<file path="config.mk">
export PLATFORM = sky130hd
export DESIGN_NAME = indexed_doubly_linked_list
export DESIGN_NICKNAME = d
export VERILOG_FILES = /design/src/rtl/core/idl_pkg.sv /design/src/rtl/core/idl_datapath.sv /design/src/rtl/core/idl_ctrl.sv /design/src/rtl/core/indexed_doubly_linked_list.sv
export SDC_FILE = /design/constraint.sdc
export NUM_CORES = 2
export LEC_CHECK = 0
export BUFFER_PORTS_ARGS = -buffer_cell sky130_fd_sc_hd__clkbuf_2
export CORE_AREA = 2 2 457 504
export CTS_CLUSTER_DIAMETER = 50
export DETAILED_ROUTE_END_ITERATION = 12
export DIE_AREA = 0 0 459 506
export PLACE_DENSITY = 0.56
export SLEW_MARGIN = 40
export SYNTH_ARGS = -nofsm -noshare
export SYNTH_HDL_FRONTEND = slang
export SYNTH_SLANG_ARGS = --single-unit
</file>
<file path="constraint.sdc">
create_clock -name i_clk -period 11.9 [get_ports i_clk]
set_input_delay 1.785 -clock i_clk [delete_from_list [all_inputs] [get_ports i_clk]]
set_output_delay 1.785 -clock i_clk [all_outputs]
set_load 0.03 [all_outputs]
</file>
<file path="src/rtl/core/idl_pkg.sv">
// Shared types and constants for the indexed doubly linked list block.
`default_nettype none

package idl_pkg;

    localparam int IDX_W    = 7;
    localparam int VAL_IN_W = 32;

    typedef logic [1:0] t_status;

    localparam t_status ST_OK      = 2'd0;
    localparam t_status ST_INVALID = 2'd1;
    localparam t_status ST_FULL    = 2'd2;

    localparam logic OP_INSERT = 1'b0;
    localparam logic OP_DROP   = 1'b1;

    typedef struct packed {
        logic load;
        logic exec;
        logic link;
        logic put;
    } t_cmd;

    typedef struct packed {
        logic ok;
        logic out_free;
    } t_sts;

endpackage

`default_nettype wire

</file>
<file path="src/rtl/core/idl_datapath.sv">
// Datapath: node memories, free chain, high-water mark and result register.
`default_nettype none

module idl_datapath import idl_pkg::*; #(
    parameter int CAPACITY    = 128,
    parameter int VALUE_WIDTH = 32
) (
    input  wire logic                i_clk,
    input  wire logic                i_rst_n,
    input  wire logic                i_op,
    input  wire logic [IDX_W-1:0]    i_node_index,
    input  wire logic [VAL_IN_W-1:0] i_value,
    input  wire logic                i_ready,
    input  wire t_cmd                i_cmd,
    output t_sts                     o_sts,
    output logic                     o_valid,
    output t_status                  o_status,
    output logic [IDX_W-1:0]         o_new_index
);

    localparam int IW = $clog2(CAPACITY);
    localparam int HW = $clog2(CAPACITY + 1);
    localparam int CW = (HW > IDX_W) ? HW : IDX_W;

    logic [IW-1:0]          mem_next    [CAPACITY];
    logic [IW-1:0]          mem_prev    [CAPACITY];
    logic                   mem_mark    [CAPACITY];
    logic [VALUE_WIDTH-1:0] mem_payload [CAPACITY];

    logic                   r_op;
    logic [IDX_W-1:0]       r_idx;
    logic [VALUE_WIDTH-1:0] r_val;
    logic [IW-1:0]          r_rd_next;
    logic [IW-1:0]          r_rd_next_fh;
    logic [IW-1:0]          r_rd_prev;
    logic                   r_rd_mark;
    logic [IW-1:0]          r_free_head;
    logic [HW-1:0]          r_high_water;
    logic                   r_root_ok;
    logic [IW-1:0]          r_b_addr;
    logic [IW-1:0]          r_b_data;
    logic [IW-1:0]          r_c_addr;
    logic [IW-1:0]          r_c_data;
    t_status                r_res_status;
    logic [IDX_W-1:0]       r_res_index;
    logic                   r_out_valid;
    t_status                r_out_status;
    logic [IDX_W-1:0]       r_out_index;

    logic [CW-1:0]                  w_in_ext;
    logic [IW-1:0]                  w_in_addr;
    logic [CW-1:0]                  w_idx_ext;
    logic [IW-1:0]                  w_idx_addr;
    logic [CW-1:0]                  w_hw_ext;
    logic [VAL_IN_W+VALUE_WIDTH-1:0] w_val_ext;
    logic                           w_root;
    logic [IW-1:0]                  w_succ;
    logic [IW-1:0]                  w_pred;
    logic                           w_in_use;
    logic                           w_fh_empty;
    logic                           w_full;
    logic [IW-1:0]                  w_fresh;
    logic [IW+IDX_W-1:0]            w_fresh_ext;
    t_status                        w_status;
    logic                           w_ok;
    logic                           w_insert;
    logic                           w_a_we;
    logic [IW-1:0]                  w_a_addr;
    logic [IW-1:0]                  w_a_next;
    logic [IW-1:0]                  w_a_prev;

    assign w_in_ext    = CW'(i_node_index);
    assign w_in_addr   = w_in_ext[IW-1:0];
    assign w_idx_ext   = CW'(r_idx);
    assign w_idx_addr  = w_idx_ext[IW-1:0];
    assign w_hw_ext    = CW'(r_high_water);
    assign w_val_ext   = {{VALUE_WIDTH{1'b0}}, i_value};
    assign w_root      = (r_idx == '0);
    assign w_succ      = (w_root && !r_root_ok) ? '0 : r_rd_next;
    assign w_pred      = (w_root && !r_root_ok) ? '0 : r_rd_prev;
    assign w_in_use    = (w_idx_ext < w_hw_ext) && (w_root || !r_rd_mark);
    assign w_fh_empty  = (r_free_head == '0);
    assign w_full      = w_fh_empty && (w_hw_ext == CW'(CAPACITY));
    assign w_fresh     = w_fh_empty ? r_high_water[IW-1:0] : r_free_head;
    assign w_fresh_ext = {{IDX_W{1'b0}}, w_fresh};
    assign w_insert    = (r_op == OP_INSERT);

    always_comb begin
        if (w_insert) begin
            if (!w_in_use) begin
                w_status = ST_INVALID;
            end else if (w_full) begin
                w_status = ST_FULL;
            end else begin
                w_status = ST_OK;
            end
        end else begin
            if (w_root || !w_in_use) begin
                w_status = ST_INVALID;
            end else begin
                w_status = ST_OK;
            end
        end
    end

    assign w_ok     = (w_status == ST_OK);
    assign w_a_we   = i_cmd.exec && w_ok;
    assign w_a_addr = w_insert ? w_fresh : w_idx_addr;
    assign w_a_next = w_insert ? w_succ : r_free_head;
    assign w_a_prev = w_insert ? w_idx_addr : '0;

    always_ff @(posedge i_clk) begin
        if (w_a_we) begin
            mem_next[w_a_addr] <= w_a_next;
        end else if (i_cmd.link) begin
            mem_next[r_b_addr] <= r_b_data;
        end
        if (i_cmd.load) begin
            r_rd_next    <= mem_next[w_in_addr];
            r_rd_next_fh <= mem_next[r_free_head];
        end
    end

    always_ff @(posedge i_clk) begin
        if (w_a_we) begin
            mem_prev[w_a_addr] <= w_a_prev;
        end else if (i_cmd.link) begin
            mem_prev[r_c_addr] <= r_c_data;
        end
        if (i_cmd.load) begin
            r_rd_prev <= mem_prev[w_in_addr];
        end
    end

    always_ff @(posedge i_clk) begin
        if (w_a_we) begin
            mem_mark[w_a_addr] <= !w_insert;
        end
        if (i_cmd.load) begin
            r_rd_mark <= mem_mark[w_in_addr];
        end
    end

    always_ff @(posedge i_clk) begin
        if (w_a_we && w_insert) begin
            mem_payload[w_a_addr] <= r_val;
        end
    end

    always_ff @(posedge i_clk) begin
        if (!i_rst_n) begin
            r_free_head  <= '0;
            r_high_water <= HW'(1);
            r_root_ok    <= 1'b0;
            r_out_valid  <= 1'b0;
        end else begin
            if (w_a_we) begin
                if (w_insert) begin
                    r_free_head  <= w_fh_empty ? r_free_head : r_rd_next_fh;
                    r_high_water <= r_high_water + HW'(w_fh_empty);
                end else begin
                    r_free_head <= w_idx_addr;
                end
            end
            if (i_cmd.link) begin
                r_root_ok <= 1'b1;
            end
            if (i_cmd.put) begin
                r_out_valid <= 1'b1;
            end else if (i_ready) begin
                r_out_valid <= 1'b0;
            end
        end
    end

    always_ff @(posedge i_clk) begin
        if (i_cmd.load) begin
            r_op  <= i_op;
            r_idx <= i_node_index;
            r_val <= w_val_ext[VALUE_WIDTH-1:0];
        end
        if (i_cmd.exec) begin
            r_res_status <= w_status;
            r_res_index  <= (w_ok && w_insert) ? w_fresh_ext[IDX_W-1:0] : '0;
            if (w_insert) begin
                r_b_addr <= w_idx_addr;
                r_b_data <= w_fresh;
                r_c_addr <= w_succ;
                r_c_data <= w_fresh;
            end else begin
                r_b_addr <= w_pred;
                r_b_data <= w_succ;
                r_c_addr <= w_succ;
                r_c_data <= w_pred;
            end
        end
        if (i_cmd.put) begin
            r_out_status <= r_res_status;
            r_out_index  <= r_res_index;
        end
    end

    assign o_sts.ok       = w_ok;
    assign o_sts.out_free = !r_out_valid || i_ready;
    assign o_valid        = r_out_valid;
    assign o_status       = r_out_status;
    assign o_new_index    = r_out_index;

endmodule

`default_nettype wire

</file>
<file path="src/rtl/core/idl_ctrl.sv">
// Controller: sequences read, first write, link write and result hand-off.
`default_nettype none

module idl_ctrl import idl_pkg::*; (
    input  wire logic i_clk,
    input  wire logic i_rst_n,
    input  wire logic i_valid,
    input  wire t_sts i_sts,
    output logic      o_ready,
    output t_cmd      o_cmd
);

    typedef enum logic [3:0] {
        S_IDLE = 4'b0001,
        S_EXEC = 4'b0010,
        S_LINK = 4'b0100,
        S_PUT  = 4'b1000
    } t_state;

    t_state r_state;
    t_state n_state;

    always_ff @(posedge i_clk) begin
        if (!i_rst_n) begin
            r_state <= S_IDLE;
        end else begin
            r_state <= n_state;
        end
    end

    always_comb begin
        n_state = r_state;
        o_cmd   = '0;
        case (r_state)
            S_IDLE: begin
                o_cmd.load = i_valid;
                if (i_valid) begin
                    n_state = S_EXEC;
                end
            end
            S_EXEC: begin
                o_cmd.exec = 1'b1;
                n_state    = i_sts.ok ? S_LINK : S_PUT;
            end
            S_LINK: begin
                o_cmd.link = 1'b1;
                n_state    = S_PUT;
            end
            S_PUT: begin
                if (i_sts.out_free) begin
                    o_cmd.put = 1'b1;
                    n_state   = S_IDLE;
                end
            end
            default: begin
                n_state = S_IDLE;
            end
        endcase
    end

    assign o_ready = (r_state == S_IDLE);

endmodule

`default_nettype wire

</file>
<file path="src/rtl/core/indexed_doubly_linked_list.sv">
// Top level of the indexed doubly linked list block.
//
// Input channel (i_valid / o_ready) carries one item: i_op selects insert
// after i_node_index or drop of i_node_index; i_value is the payload stored
// in a new node. Output channel (o_valid / i_ready) returns one item per
// input item: o_status (ok, invalid node, store full) and o_new_index.
// Node 0 is the root of a circular list; freed nodes are reused first,
// then nodes above the high-water mark.
// One item is in work at a time: no new item is taken until the result
// of the last one is handed off. Each link memory has a single write
// port, so after the read the node itself and its neighbors are written
// in separate steps before hand-off; an invalid or full item writes no node.
// Reset empties the list and the free chain at once; no clearing pass.
// A stalled receiver holds the result in the output register; the next
// item is still taken and worked on, and waits only for hand-off.
`default_nettype none

module indexed_doubly_linked_list import idl_pkg::*; #(
    parameter int CAPACITY    = 128,
    parameter int VALUE_WIDTH = 32
) (
    input  wire logic                i_clk,
    input  wire logic                i_rst_n,
    input  wire logic                i_valid,
    output logic                     o_ready,
    input  wire logic                i_op,
    input  wire logic [IDX_W-1:0]    i_node_index,
    input  wire logic [VAL_IN_W-1:0] i_value,
    output logic                     o_valid,
    input  wire logic                i_ready,
    output t_status                  o_status,
    output logic [IDX_W-1:0]         o_new_index
);

    t_cmd w_cmd;
    t_sts w_sts;

    idl_ctrl u_ctrl (
        .i_clk   (i_clk),
        .i_rst_n (i_rst_n),
        .i_valid (i_valid),
        .i_sts   (w_sts),
        .o_ready (o_ready),
        .o_cmd   (w_cmd)
    );

    idl_datapath #(
        .CAPACITY    (CAPACITY),
        .VALUE_WIDTH (VALUE_WIDTH)
    ) u_datapath (
        .i_clk        (i_clk),
        .i_rst_n      (i_rst_n),
        .i_op         (i_op),
        .i_node_index (i_node_index),
        .i_value      (i_value),
        .i_ready      (i_ready),
        .i_cmd        (w_cmd),
        .o_sts        (w_sts),
        .o_valid      (o_valid),
        .o_status     (o_status),
        .o_new_index  (o_new_index)
    );

endmodule

`default_nettype wire

</file>
# Word level (Yosys, flattened, before mapping)
# Memory sizes are Yosys's and may differ from the RTL's. A register that Yosys moved wholly into a read port is not among the register bits.
# Cells that the tools add are included.
# totals
in_bits	44
mem_bits_rw	1920
n_memories	3
output_inout_bits	11
reg_bits	75
word_cells	87
# op_classes
addsub	1
n_reduce_logical	21
bitwise_logic	1
n_lt_le_gt_ge	1
eq_ne	8
mux	37
# mem_list
memory	words	word_bits	read_ports	rd_ports_with_merged_regs	write_ports	line_no	source
u_datapath.mem_next	128	7	2	2	1	idl_datapath.sv:25	logic [IW-1:0] mem_next [CAPACITY];
u_datapath.mem_prev	128	7	1	1	1	idl_datapath.sv:26	logic [IW-1:0] mem_prev [CAPACITY];
u_datapath.mem_mark	128	1	1	1	1	idl_datapath.sv:27	logic mem_mark [CAPACITY];
# ops
op	count
$mux W7	15
$pmux W4 S4	1
$mux W1	15
$logic_not A7 Y1	2
$reduce_or A7 Y1	2
$mux W4	3
$add A8 B1 Y8	1
$eq A8 B8 Y1 const B	1
$lt A7 B8 Y1	1
$mux W2	3
$reduce_and A2 Y1	3
$logic_and A1 B1 Y1	5
$eq A4 B1 Y1 const B	1
$eq A4 B2 Y1 const B	1
$eq A4 B3 Y1 const B	1
$eq A4 B4 Y1 const B	1
$logic_not A1 Y1	4
$ne A2 B1 Y1 const B	2
$logic_or A1 B1 Y1	3
$logic_not A2 Y1	1
$ne A2 B2 Y1 const B	1
$reduce_bool A2 Y1	1
$not A1 Y1	1

# Depth between registers and ports, before layout
# depth
word_depth	13
mapped_depth	11
depth_no_buf	8

# By module
# From an unflattened synthesis, not the netlist that was laid out.
# hier_totals
cells_unflattened	4329
area_unflattened_um2	87492.7
# modules_own_cells
module	instances	cells_per_inst	seq_area_each_um2	area_each_um2
idl_datapath	1	4306	60277.8	87256.2
idl_ctrl	1	23	80.1	236.5

# Worst setup path before layout
# Ideal clock, no wire load.
# synth_timing
path_kind	reg2reg
from	reg u_datapath.r_op
to	mem u_datapath.mem_next[0][6] (netlist bit), data pin
n_path_buf	1
setup_time_ns	1.197
setup_slack_ns	2.833
t_required_ns	10.703
synth_period_minus_slack_ns	9.067
arrival_time_ns	7.871
stages_incl_launch_ff	5
cell_sequence	edfxtp_1 > clkinv_1 > clkbuf_1 > mux2i_1 > o21ai_0
# synth_via
elab_chain_len	7
word_cells_on_any_way	8
classes_between	mux (5); reduce/logical (3)
# synth_rtl
element	line_no	source
from (decl)	idl_datapath.sv:30	logic r_op;
from (signal assigned)	idl_datapath.sv:178	r_op <= i_op;
$mux W2	idl_datapath.sv:89	if (w_insert) begin
$logic_not A2 Y1	idl_datapath.sv:106	assign w_ok = (w_status == ST_OK);
$logic_and A1 B1 Y1	idl_datapath.sv:107	assign w_a_we = i_cmd.exec && w_ok;
$mux W1	idl_datapath.sv:113	if (w_a_we) begin
$mux W1 (not written as such)	idl_datapath.sv:116	mem_next[r_b_addr] <= r_b_data;
$reduce_or A7 Y1 (no line)	-	
$mux W7 (no line) *	-	
to (decl)	idl_datapath.sv:25	
# Every way passes the cells marked *; elsewhere a longest branch is shown, timed or not.

==> results_dict.tcl <==
set metrics [dict create \
    fin_nets 4659 \
    critical_path.cell_chain "buf_6 -> buf_4 -> buf_4 -> mux4_2 -> o22ai_1 -> a211oi_1 -> a21oi_1 -> nand3_1" \
    r2r-end "u_datapath.r_rd_next_fh[5]$_DFFE_PP_" \
    area_growth_pct 14.1 \
    drive_above_1_share 0.304 \
    crit_type "flip-flop to flip-flop" \
    slowest_delay_ps 730 \
    async_flop_share 0 \
    rsz0062_at_grt "false" \
    irDropWorstVdd_v 0.000174 \
    dr.pass1.iters 6 \
    ys_seq_area_frac 0.703 \
    path_buf_inv 3 \
    rr_startpoint "u_datapath.r_free_head[0]$_SDFFE_PN0P_" \
    layout_worst_path_cycle_share 0.407 \
    maxCapViolations 0 \
    post_cts_buffers 0 \
    crit_path_start "u_datapath.r_free_head[0]$_SDFFE_PN0P_" \
    dp_worst_setup_slack_ps 6280 \
    slew_violations 0 \
    drt_iter0_markers 5501 \
    synth.net_count 4546 \
    crit_top_cell "buf_4" \
    cp_slowest_cell "buf_4" \
    status "finished clean" \
    critPathCapture "u_datapath.r_rd_next_fh[5]$_DFFE_PP_" \
    synth_area_um2 85800 \
    grt_overflow 0 \
    htreeDepth 4 \
    place.detailed.hpwl_um 149000 \
    synth_top_area_frac 0.698 \
    io_pins 55 \
    numPortBuffers 22 \
    required_ps 12420 \
    routedWlPerCell_um 31.0 \
    critical-path-top-delay-family "buffers and inverters" \
    cts_sinks 2017 \
    fin_area_um2 97900 \
    crit_cells 8 \
    ys_top_cells_by_area "edfxtp_1 70%, mux4_2 18%, o22ai_1 2.1%" \
    p_per_area_nw_per_um2 153 \
    ctsResizeCount 0 \
    fillers 19800 \
    slew_headroom 0.354 \
    die_w_um 459 \
    r2r_slack_ps 7060 \
    cp-start-kind "flip-flop" \
    insertion_delay_ps 860 \
    path_clk_slew_ps 70 \
    postSynthAreaPerCell_um2 19.1 \
    fin_crit_ps 4840 \
    dieHeight_um 506 \
    vias_per_cell 6.06 \
    worst-slew-pin-transition_ps 966 \
    fin_skew_ps 34.4 \
    fmax_ghz 0.207 \
    ctsRootBufferMaster "clkbuf_16" \
    cts.path.max_buffers 3 \
    finalSetupViolations 0 \
    leakage_nw 29.4 \
    place_area_um2 91300 \
    globalplace.congestion 0.862 \
    start_util 0.377 \
    wl_um 241000 \
    dieArea_um2 232000 \
    placementRows 184 \
    arrival_ps 5360 \
    ys_warn_count 0 \
    synthCells 4494 \
    final-hold-violation-count 0 \
    crit_fanout 40 \
    setup_slack_ps 7060 \
    final_antenna_net_count 0 \
    r2r_cells 8 \
    dpl.cell_count 7373 \
    grt_pass1_vias 47100 \
    cts_buffers 200 \
    final_cells 7754 \
    grt_use_total 0.205 \
    antenna_found_initial 7 \
    synth_ff_type "edfxtp_1" \
    synth_top_cell_by_area "edfxtp_1" \
    min_path_type "flip-flop to flip-flop" \
    yosysUniqueCellTypes 76 \
    cts_tree "yes" \
    synth_seq_cells 2017 \
    drc 0 \
    grt_pass1_wl_um 343000 \
    synth_edf_count 1996 \
    vias 47000 \
    cts-hold-fix-buffers 0 \
    setup_tns_ps 0 \
    core-area_um2 227000 \
    grt_max_degree 111 \
    cp-end-kind "flip-flop" \
]
[power by group]
| group | total, W | internal [W] | switching, W | leakage (nW) |
|---|---|---|---|---|
| logic | 0.000890 | 0.000267 | 0.000623 | 7.96 |
| clock network | 0.00617 | 0.00341 | 0.00276 | 3.11 |
| registers | 0.00791 | 0.00789 | 0.0000118 | 18.4 |
[cell type report]
cell class	count	area, um2	share of cell area
Sequential cell	2017	60400	0.617
Multi-Input combinational cell	2135	25300	0.259
Clock buffer	237	5190	0.0530
Tap cell	2976	3720	0.0380
Timing Repair Buffer	231	2050	0.0210
Clock inverter	132	1130	0.0116
Inverter	22	85.1	0.000869
Antenna cell	4	10.0	0.000102
[cells in the mapped netlist, types with 8 or more instances]
master and number:
clkbuf_1 179, mux2i_1 64, o211ai_1 9, mux4_2 695
a31oi_1 13, buf_1 27, nand3b_1 11, o22ai_1 293
a211oi_1 15, inv_1 19, nor2b_1 15, nand2_1 155
nor3_2 13, buf_2 109, nand2b_1 14, nor3_1 225
o21ai_0 34, o21a_1 8, edfxtp_1 1996, nor4_1 25
ha_1 8, dfxtp_1 21, a22oi_1 16, or3_1 9
or4_1 49, nor2_1 228, nand3_1 45, o21ai_1 8
a21oi_1 60, a211o_1 17, nand4_1 10
[logic make-up (layout without fill, tap and decap cells)]
group | Yosys count | count (layout) | synth area share
simple gates | 831 | 831 | 0.0477
mux | 759 | 759 | 0.190
flops | 2017 | 2017 | 0.703
other cells | 0 | 4 | 0
fa+ha+maj | 8 | 8 | 0.00117
compound gates | 537 | 537 | 0.0414
buf+inv | 342 | 622 | 0.0168
[stage by stage]
step	hold WS, ps	power, W	util
final	416	0.0150	0.430
after global routing	437	0.0154	0.430
after global placement	409	0.00890	0.397
after CTS	417	0.0151	0.429
after detailed placement	405	0.00894	0.401
after floorplan	400	0.00858	-
[flip-flops by register name, summed over array words and instances, names as in the netlist, 4 cells and up]
signal / flops
u_datapath.r_free_head: 7
u_datapath.mem_mark: 128
u_datapath.r_rd_next: 7
u_datapath.o_new_index: 7
u_datapath.mem_prev: 896
u_datapath.r_high_water: 8
u_datapath.r_rd_next_fh: 7
u_datapath.mem_next: 896
u_datapath.r_rd_prev: 7
u_datapath.r_res_index: 7
u_datapath.r_b_addr: 7
u_datapath.r_c_addr: 7
u_datapath.r_b_data: 7
u_ctrl.r_state: 4
u_datapath.r_idx: 7
u_datapath.r_c_data: 7
[layout by cell type, fill, tap and decap left out, types with 48 or more instances in the layout]
cell	count
nor2_1	226
mux4_2	695
mux2i_1	64
clkbuf_16	202
or4_1	49
o22ai_1	293
buf_4	169
nor3_1	104
edfxtp_1	1996
nor3_2	103
a21oi_1	48
nand2_1	152
[worst min path at each step]
stage                                                  startpoint                                  end  slack (ps)  depth (start not counted)
after floorplan           u_datapath.r_res_index[0]$_SDFFCE_PN0N_  u_datapath.o_new_index[0]$_DFFE_PP_         400                          0
after global placement    u_datapath.r_res_index[1]$_SDFFCE_PN0N_  u_datapath.o_new_index[1]$_DFFE_PP_         410                          0
after detailed placement  u_datapath.r_res_index[3]$_SDFFCE_PN0N_  u_datapath.o_new_index[3]$_DFFE_PP_         400                          0
after CTS                 u_datapath.r_res_index[3]$_SDFFCE_PN0N_  u_datapath.o_new_index[3]$_DFFE_PP_         420                          0
after global routing         u_datapath.r_res_status[1]$_DFFE_PN_     u_datapath.o_status[1]$_DFFE_PP_         440                          0
final                     u_datapath.r_res_index[3]$_SDFFCE_PN0N_  u_datapath.o_new_index[3]$_DFFE_PP_         420                          0
[layer usage]
metal,vias to the layer above,track usage,wire (um)
li1,19400,-,-
met1,25400,0.287,99300
met2,1916,0.329,117000
met3,331,0.0364,18600
met4,0,0.0557,5990
met5,-,0,0
No activity file was read; power rests on OpenSTA's default activity.
